## config.mk

```make
export PLATFORM = sky130hd
export DESIGN_NAME = refcounted_handle_table_unit
export DESIGN_NICKNAME = d
export VERILOG_FILES = /design/src/hdl/rht_pkg.sv /design/src/hdl/rht_slot_map.sv /design/src/hdl/rht_count_mem.sv /design/src/hdl/refcounted_handle_table_unit.sv
export SDC_FILE = /design/constraint.sdc
export NUM_CORES = 1
export LEC_CHECK = 0
export BUFFER_PORTS_ARGS = -buffer_cell sky130_fd_sc_hd__buf_2
export CAP_MARGIN = 20
export CORE_UTILIZATION = 45
export DETAILED_ROUTE_END_ITERATION = 8
export GPL_ROUTABILITY_DRIVEN = 1
export PLACE_DENSITY = 0.7
export SKIP_CTS_REPAIR_TIMING = 1
export SLEW_MARGIN = 10
export SYNTH_ARGS = -nofsm -noshare
export SYNTH_HDL_FRONTEND = slang
export SYNTH_SLANG_ARGS = --single-unit
```

## constraint.sdc

```tcl
create_clock -name clk -period 5.4 [get_ports clk]
set_input_delay 0 -clock clk [delete_from_list [all_inputs] [get_ports clk]]
set_output_delay 0 -clock clk [all_outputs]
set_load 0.005 [all_outputs]
```

## src/hdl/rht_pkg.sv

```systemverilog
// Shared types and constants for the reference-counted handle table.
// Used by every module of the block; depends on nothing else.
package rht_pkg;

  localparam int SLOTS_DEFAULT = 64;
  localparam int HANDLE_W      = 6;
  localparam int CNT_W         = 7;
  localparam int RESET_SLOTS   = 3;

  localparam logic [CNT_W-1:0] CNT_MAX = 7'd127;

  localparam logic [1:0] REQ_ALLOC   = 2'd0;
  localparam logic [1:0] REQ_DUP     = 2'd1;
  localparam logic [1:0] REQ_RELEASE = 2'd2;

  localparam logic [1:0] ST_OK         = 2'd0;
  localparam logic [1:0] ST_NO_FREE    = 2'd1;
  localparam logic [1:0] ST_BAD_HANDLE = 2'd2;

  typedef struct packed {
    logic [1:0]          req_type;
    logic [HANDLE_W-1:0] handle;
  } req_t;

  typedef struct packed {
    logic [1:0]          status;
    logic [HANDLE_W-1:0] slot;
    logic [HANDLE_W-1:0] entry;
    logic                entry_freed;
  } rsp_t;

endpackage

```

## src/hdl/rht_slot_map.sv

```systemverilog
// Slot occupancy bitmap, slot-to-entry mapping memory and lowest-free encoder.
// Depends on rht_pkg.
module rht_slot_map import rht_pkg::*; #(
  parameter int SLOTS = SLOTS_DEFAULT,
  localparam int IDX_W = $clog2(SLOTS)
) (
  input  logic             clk,
  input  logic             rst,
  input  logic [IDX_W-1:0] rd_idx,
  output logic [IDX_W-1:0] rd_entry,
  output logic             used_rd,
  output logic             free_any,
  output logic [IDX_W-1:0] free_idx,
  input  logic             take_en,
  input  logic [IDX_W-1:0] take_idx,
  input  logic [IDX_W-1:0] take_entry,
  input  logic             drop_en,
  input  logic [IDX_W-1:0] drop_idx
);

  logic [SLOTS-1:0] used;
  logic [IDX_W-1:0] map_mem [SLOTS];
  logic [IDX_W-1:0] map_q;
  logic [IDX_W-1:0] rd_idx_q;
  // Slots 0 to 2 map to their own entry until first written.
  logic [RESET_SLOTS-1:0] mapped;
  logic             mapped_rd;
  logic [SLOTS-1:0] free_vec;
  logic [SLOTS-1:0] free_low;

  always_ff @(posedge clk) begin
    if (rst) begin
      used   <= SLOTS'(3'b111);
      mapped <= '0;
    end else begin
      if (take_en) begin
        used[take_idx] <= 1'b1;
        if (take_idx < IDX_W'(RESET_SLOTS)) begin
          mapped[take_idx[1:0]] <= 1'b1;
        end
      end
      if (drop_en) begin
        used[drop_idx] <= 1'b0;
      end
    end
  end

  always_ff @(posedge clk) begin
    if (take_en) begin
      map_mem[take_idx] <= take_entry;
    end
    map_q    <= map_mem[rd_idx];
    rd_idx_q <= rd_idx;
  end

  always_comb begin
    mapped_rd = 1'b1;
    if (rd_idx_q == IDX_W'(0)) begin
      mapped_rd = mapped[0];
    end else if (rd_idx_q == IDX_W'(1)) begin
      mapped_rd = mapped[1];
    end else if (rd_idx_q == IDX_W'(2)) begin
      mapped_rd = mapped[2];
    end
  end

  assign rd_entry = mapped_rd ? map_q : rd_idx_q;
  assign used_rd  = used[rd_idx];

  // Isolate the lowest free bit, then encode the one-hot vector.
  assign free_vec = ~used;
  assign free_low = free_vec & (~free_vec + SLOTS'(1));
  assign free_any = |free_vec;

  always_comb begin
    free_idx = '0;
    for (int i = 0; i < SLOTS; i++) begin
      if (free_low[i]) begin
        free_idx = free_idx | IDX_W'(i);
      end
    end
  end

endmodule

```

## src/hdl/rht_count_mem.sv

```systemverilog
// Reference count memory with a post-reset initialization sweep.
// Depends on rht_pkg.
module rht_count_mem import rht_pkg::*; #(
  parameter int SLOTS = SLOTS_DEFAULT,
  localparam int IDX_W = $clog2(SLOTS)
) (
  input  logic             clk,
  input  logic             rst,
  output logic             busy,
  input  logic [IDX_W-1:0] rd_addr,
  output logic [CNT_W-1:0] rd_data,
  input  logic             wr_en,
  input  logic [IDX_W-1:0] wr_addr,
  input  logic [CNT_W-1:0] wr_data
);

  logic [CNT_W-1:0] cnt_mem [SLOTS];
  logic             clearing;
  logic [IDX_W-1:0] clr_idx;

  always_ff @(posedge clk) begin
    if (rst) begin
      clearing <= 1'b1;
      clr_idx  <= '0;
    end else if (clearing) begin
      if (clr_idx == IDX_W'(SLOTS - 1)) begin
        clearing <= 1'b0;
      end
      clr_idx <= clr_idx + 1'b1;
    end
  end

  // Entries 0 to 2 start with one reference each; the rest start at zero.
  always_ff @(posedge clk) begin
    if (clearing) begin
      cnt_mem[clr_idx] <= (clr_idx < IDX_W'(RESET_SLOTS)) ? CNT_W'(1) : '0;
    end else if (wr_en) begin
      cnt_mem[wr_addr] <= wr_data;
    end
    rd_data <= cnt_mem[rd_addr];
  end

  assign busy = clearing;

endmodule

```

## src/hdl/refcounted_handle_table_unit.sv

```systemverilog
// Reference-counted handle table, top level. Depends on rht_pkg, rht_slot_map, rht_count_mem.
// Requests are handled one at a time, in the order map read, count read, count write-back;
// the result register is loaded in the write-back step, and a new request is taken after it.
// A result still waiting in the output register holds the block in its write-back cycle.
// Reset: synchronous; the count memory is initialized in a sweep after reset, and requests
// stay stalled until the sweep is done. Slots 0 to 2 start in use with a count of one.
module refcounted_handle_table_unit import rht_pkg::*; #(
  parameter int SLOTS = SLOTS_DEFAULT
) (
  input  logic clk,
  input  logic rst,
  input  logic req_valid,
  output logic req_stall,
  input  req_t req,
  output logic rsp_valid,
  input  logic rsp_stall,
  output rsp_t rsp
);

  localparam int IDX_W = $clog2(SLOTS);

  typedef enum logic [1:0] {
    S_CLEAR,
    S_IDLE,
    S_MAP,
    S_CNT
  } state_t;

  state_t state;

  // Request captured at the transfer.
  logic [1:0]          r_req;
  logic [HANDLE_W-1:0] r_handle;
  logic [IDX_W-1:0]    r_hidx;
  logic                h_ok;
  logic                f_any;
  logic [IDX_W-1:0]    f_idx;
  logic [IDX_W-1:0]    e_idx;

  logic [IDX_W-1:0] hidx;
  logic             in_range;
  logic             req_take;
  logic             rsp_room;
  logic             finish;

  logic [IDX_W-1:0] map_entry;
  logic             used_rd;
  logic             free_any;
  logic [IDX_W-1:0] free_idx;
  logic [IDX_W-1:0] e_sel;
  logic [IDX_W-1:0] cnt_addr;

  logic             cnt_busy;
  logic [CNT_W-1:0] cnt_rd;
  logic [CNT_W-1:0] cnt_inc;
  logic [CNT_W-1:0] cnt_dec;

  logic is_take;
  logic is_drop;
  rsp_t rsp_next;

  // The handle reaches only the first 64 slots; in a smaller table the
  // top handles are out of range.
  assign hidx     = IDX_W'(req.handle);
  assign in_range = 32'(req.handle) < 32'(SLOTS);
  assign req_stall = (state != S_IDLE);
  assign req_take  = req_valid && !req_stall;

  // A finished result may be loaded when the output register is empty or
  // its current transfer completes in this cycle.
  assign rsp_room = !rsp_valid || !rsp_stall;
  assign finish   = (state == S_CNT) && rsp_room;

  // An allocation maps to the entry of its own slot; the others follow the
  // mapping of the given handle read from memory.
  assign e_sel = (r_req == REQ_ALLOC) ? f_idx : map_entry;

  // While the result waits for the output register, the count keeps being read
  // from the captured entry, since the map read port has moved on by then.
  assign cnt_addr = (state == S_CNT) ? e_idx : e_sel;

  rht_slot_map #(
    .SLOTS(SLOTS)
  ) u_slot_map (
    .clk        (clk),
    .rst        (rst),
    .rd_idx     (hidx),
    .rd_entry   (map_entry),
    .used_rd    (used_rd),
    .free_any   (free_any),
    .free_idx   (free_idx),
    .take_en    (finish && is_take),
    .take_idx   (f_idx),
    .take_entry (e_idx),
    .drop_en    (finish && is_drop),
    .drop_idx   (r_hidx)
  );

  rht_count_mem #(
    .SLOTS(SLOTS)
  ) u_count_mem (
    .clk     (clk),
    .rst     (rst),
    .busy    (cnt_busy),
    .rd_addr (cnt_addr),
    .rd_data (cnt_rd),
    .wr_en   (finish && (is_take || is_drop)),
    .wr_addr (e_idx),
    .wr_data (is_take ? cnt_inc : cnt_dec)
  );

  // Counts saturate at the top and stop at zero.
  assign cnt_inc = (cnt_rd == CNT_MAX) ? cnt_rd : cnt_rd + 1'b1;
  assign cnt_dec = (cnt_rd == '0) ? cnt_rd : cnt_rd - 1'b1;

  assign is_take = ((r_req == REQ_ALLOC) && f_any) ||
                   ((r_req == REQ_DUP) && h_ok && f_any);
  assign is_drop = (r_req == REQ_RELEASE) && h_ok;

  // A duplicate of a bad handle reports the bad handle before any lack of
  // free slots; an unknown request is treated as a bad handle.
  always_comb begin
    rsp_next = '0;
    priority if (is_take) begin
      rsp_next.status = ST_OK;
      rsp_next.slot   = HANDLE_W'(f_idx);
      rsp_next.entry  = HANDLE_W'(e_idx);
    end else if (is_drop) begin
      rsp_next.status      = ST_OK;
      rsp_next.slot        = r_handle;
      rsp_next.entry       = HANDLE_W'(e_idx);
      rsp_next.entry_freed = (cnt_dec == '0);
    end else if ((r_req == REQ_ALLOC) || ((r_req == REQ_DUP) && h_ok)) begin
      rsp_next.status = ST_NO_FREE;
    end else begin
      rsp_next.status = ST_BAD_HANDLE;
      rsp_next.slot   = r_handle;
    end
  end

  // Sequencer: the transfer cycle reads the map and samples the lowest free
  // slot, the next cycle reads the entry count, and the last cycle writes
  // both memories back and loads the result register.
  always_ff @(posedge clk) begin
    if (rst) begin
      state     <= S_CLEAR;
      rsp_valid <= 1'b0;
    end else begin
      if (finish) begin
        rsp_valid <= 1'b1;
      end else if (rsp_valid && !rsp_stall) begin
        rsp_valid <= 1'b0;
      end
      unique case (state)
        S_CLEAR: begin
          if (!cnt_busy) begin
            state <= S_IDLE;
          end
        end
        S_IDLE: begin
          if (req_take) begin
            state <= S_MAP;
          end
        end
        S_MAP: begin
          state <= S_CNT;
        end
        S_CNT: begin
          if (rsp_room) begin
            state <= S_IDLE;
          end
        end
        default: begin
          state <= S_CLEAR;
        end
      endcase
    end
  end

  always_ff @(posedge clk) begin
    if (req_take) begin
      r_req    <= req.req_type;
      r_handle <= req.handle;
      r_hidx   <= hidx;
      h_ok     <= in_range && used_rd;
      f_any    <= free_any;
      f_idx    <= free_idx;
    end
    if (state == S_MAP) begin
      e_idx <= e_sel;
    end
    if (finish) begin
      rsp <= rsp_next;
    end
  end

endmodule

```

==> impl_results.md <==
* CTS Sinks at ~970
* Area contributors post-synth: edfxtp_1, mux4_2, mux2i_1
* Die W at 320 um
* Avg Vias per Cell at between 6 and 7
* Antenna-violating nets left at 0
* Crit path DAT at about 5 ns
* Vias post-DR at approximately 31k
* FP Rows at 116
* Num CTS Buffers at just under 90
* Synth Net Count at approximately 3.3k
* Die Height at between 300 and 400 um
* Least-Margin Pin Slew at ~1.2 ns
* Antenna diode count at 0
* Crit-path max cell delay at 0.73 ns
* Dominant synthesized flop cell: edfxtp_1
* DP HPWL at 79,300 um
* Maximum VDD drop at 327 uV
* Final Core Density at 50.5%
* Final setup TNS at 0 ns
* Fmax achieved at 230 MHz
* Yosys cell types at between 80 and 90
* Pin count of the biggest net entering global routing at 104
* Syn_area_per_cell at 13.7 sq um
* Top Ports at 29
* Final setup vio count at 0
* Min-Delay Path Class: in -> reg
* Outcome: finished, final reports clean
* Total wire length at approximately 130,000 um
* First-pass GRT wire length at between 150,000 and 200,000 um
* CP required at a little under 6 ns
* Clk buf depth at 3
* DRT Pass-1 Iters at 6
* Max-cap violations at 0
* H-tree depth at 3
* GRT overflow at 0
* Internal power at approximately 13 mW
* Final Hold Fails at 0
* Gpl congestion at roughly 0.95
* Commonest non-fill, non-tap cell in the layout: edfxtp_1
* Clock Skews at 0.0281 ns
* Global-route usage over all layers at ~25%
* Clock latency at the later pin of the worst-skew pair at 0.67 ns
* Drt drc at 0
* Post-synthesis register bit count at about 970
* Fin crit share at roughly four fifths
* Core box area at about 0.1 sq mm
* Post-synth EDFFs at 869
* Clock network fraction of total power at between 30% and 40%
* Power per cell area at around 340 mW/mm^2
* Static leakage at 16.5 nW
* Most frequent cells in the layout: edfxtp_1, mux2i_1, nor2_1, nand2_1, mux4_2
* Max-slew headroom at 18.9%
* Worst-path cell chain: or4_1, o21ai_2, a21oi_4, nor2_2, mux4_1, a2111oi_0, a211oi_1, a211o_1
* Max-slew violation count at 0
* CTS tree: yes
* Fin crit period at around 4.3 ns
* Mapped cell area at 0.0454 sq mm
* Logic pwr share at approximately an eighth
* Die ar. at 0.102 sq mm
* Fin nets at about 3.3k
* First DRT Iteration DRCs at between 4k and 5k
* Seq pwr share at between 40% and 50%
* Critical-path top delay cell: nor2_2
* Syn Inst Count at around 3.3k
* Port Buffers at 28
* Critical setup path kind: reg -> reg
* Unrepaired setup endpoints after global routing: false
* Ys async rst share at 0%
* Area Growth Syn to Fin at 11.3%
* Routed WL per cell at ~27 um
* P_sw at 4.49 mW
* Area leader, netlist: edfxtp_1
* Vias in the first global route at roughly 30k
* CTS root buf: clkbuf_16
* Critical Path Fanout Max at 13
* Initial antenna violation count at 2
* Layout cells sized above 1 at between 10% and 20%
* Area share of the largest cell type after synthesis at 57.5%
* Crit end category: flop
* CP Launch Type: flop
* Sw frac at 25.9%
* Initial core utilization at between 40% and 50%
* Worst-path clk slew at 0.07 ns
* Register area share after synthesis at between 60% and 70%
* Yosys warning count at 0
worst max-delay path, delay by kind of cell (launching register included):
kind,cells,cell delay (ns)
compound gates,5,1.77
simple gates,2,1.40
mux,1,0.69
flops,1,0.35
stage by stage:
stage | std cells | hold slack, ns | worst slack (ns) | area (sq um) | total power [mW]
after floorplan | 3301 | 0.0277 | 0.116 | 45400 | 9.75
after global placement | 4488 | 0.259 | 1.20 | 47200 | 10.6
after detailed placement | 4491 | 0.254 | 1.20 | 47200 | 10.6
after CTS | 4659 | -0.448 | 1.13 | 50400 | 17.3
after global routing | 4671 | 0.0115 | 0.935 | 50500 | 17.8
final | 4671 | 0.0184 | 1.06 | 50500 | 17.3
power by group through the flow:
stage / sequential (mW) / clock [mW] / combinational, mW
6_report: 8.30 / 6.82 / 2.22
3_5_place_dp: 8.45 / 0 / 2.14
3_3_place_gp: 8.46 / 0 / 2.12
5_1_grt: 8.30 / 7.12 / 2.33
2_1_floorplan: 8.37 / 0 / 1.38
4_1_cts: 8.29 / 6.86 / 2.15
cells in the mapped netlist (9+ instances only):
cell / count
edfxtp_1: 869
a2111oi_0: 11
mux2_2: 74
o311ai_0: 13
a311oi_1: 22
o21ai_0: 94
o32ai_1: 15
nor3_1: 80
a31oi_1: 51
and3_1: 37
inv_1: 29
a21oi_1: 112
nand4_1: 19
clkbuf_1: 147
or3_1: 15
mux2i_1: 308
a221oi_1: 33
and2_1: 17
nor2_1: 258
o22a_1: 36
a211o_1: 9
nand2_1: 209
a211oi_1: 83
o211ai_1: 29
nand3b_1: 14
nor4_1: 12
buf_2: 28
nor2b_1: 10
o22ai_1: 65
dfxtp_1: 96
nand3_1: 136
buf_1: 49
mux4_2: 155
o221ai_1: 32
cell families after synthesis:
logic type      synth area share, %
fa+ha+maj                     0.243
buf+inv                        2.38
mux                            16.6
flops                          61.7
simple gates                   8.51
xor+xnor                      0.193
compound gates                 10.4
final cells by class:
class / instances / area, sq um
clock buffers: 113 / 2460
inverters: 29 / 111
fillers: 8147 / 49500
repair buffers: 139 / 1170
clock inverters: 55 / 708
well taps: 1298 / 1620
multi-input cells: 2072 / 16400
flip-flops and latches: 965 / 28000
routing by layer:
metal | vias up | track usage [%] | share of wire (%)
met4 | 2 | 9.47 | 3.8
met5 | - | 0 | 0.010
li1 | 13194 | - | -
met2 | 1831 | 37.9 | 45
met1 | 15452 | 34.7 | 40
met3 | 305 | 5.01 | 11
path summary, 6_finish.rpt:
| check | start | endpoint | slack (ns) | cells past startpoint |
|---|---|---|---|---|
| worst max register to register | u_slot_map.rd_idx_q[5] | u_count_mem.rd_data[0] | 1.06 | 8 |
| worst min-delay path | req[1] | u_slot_map.rd_idx_q[1] | 0.02 | 1 |
| worst min register to register | u_slot_map.mapped[0] | u_slot_map.mapped[0] | 0.50 | 2 |
| worst max-delay path | u_slot_map.rd_idx_q[5] | u_count_mem.rd_data[0] | 1.06 | 8 |
flip-flops by register name, summed over array words and instances, names as in the netlist:
register / count
u_slot_map.used: 64
e_idx: 6
u_count_mem.busy: 1
rsp_valid: 1
h_ok: 1
rsp: 15
state: 2
u_count_mem.cnt_mem: 448
u_count_mem.rd_data: 7
r_hidx: 6
u_count_mem.clr_idx: 6
u_slot_map.rd_idx_q: 6
r_req: 2
u_slot_map.mapped: 3
u_slot_map.map_mem: 384
u_slot_map.map_q: 6
f_any: 1
f_idx: 6
Note: power is estimated with default switching activity, not from simulation.
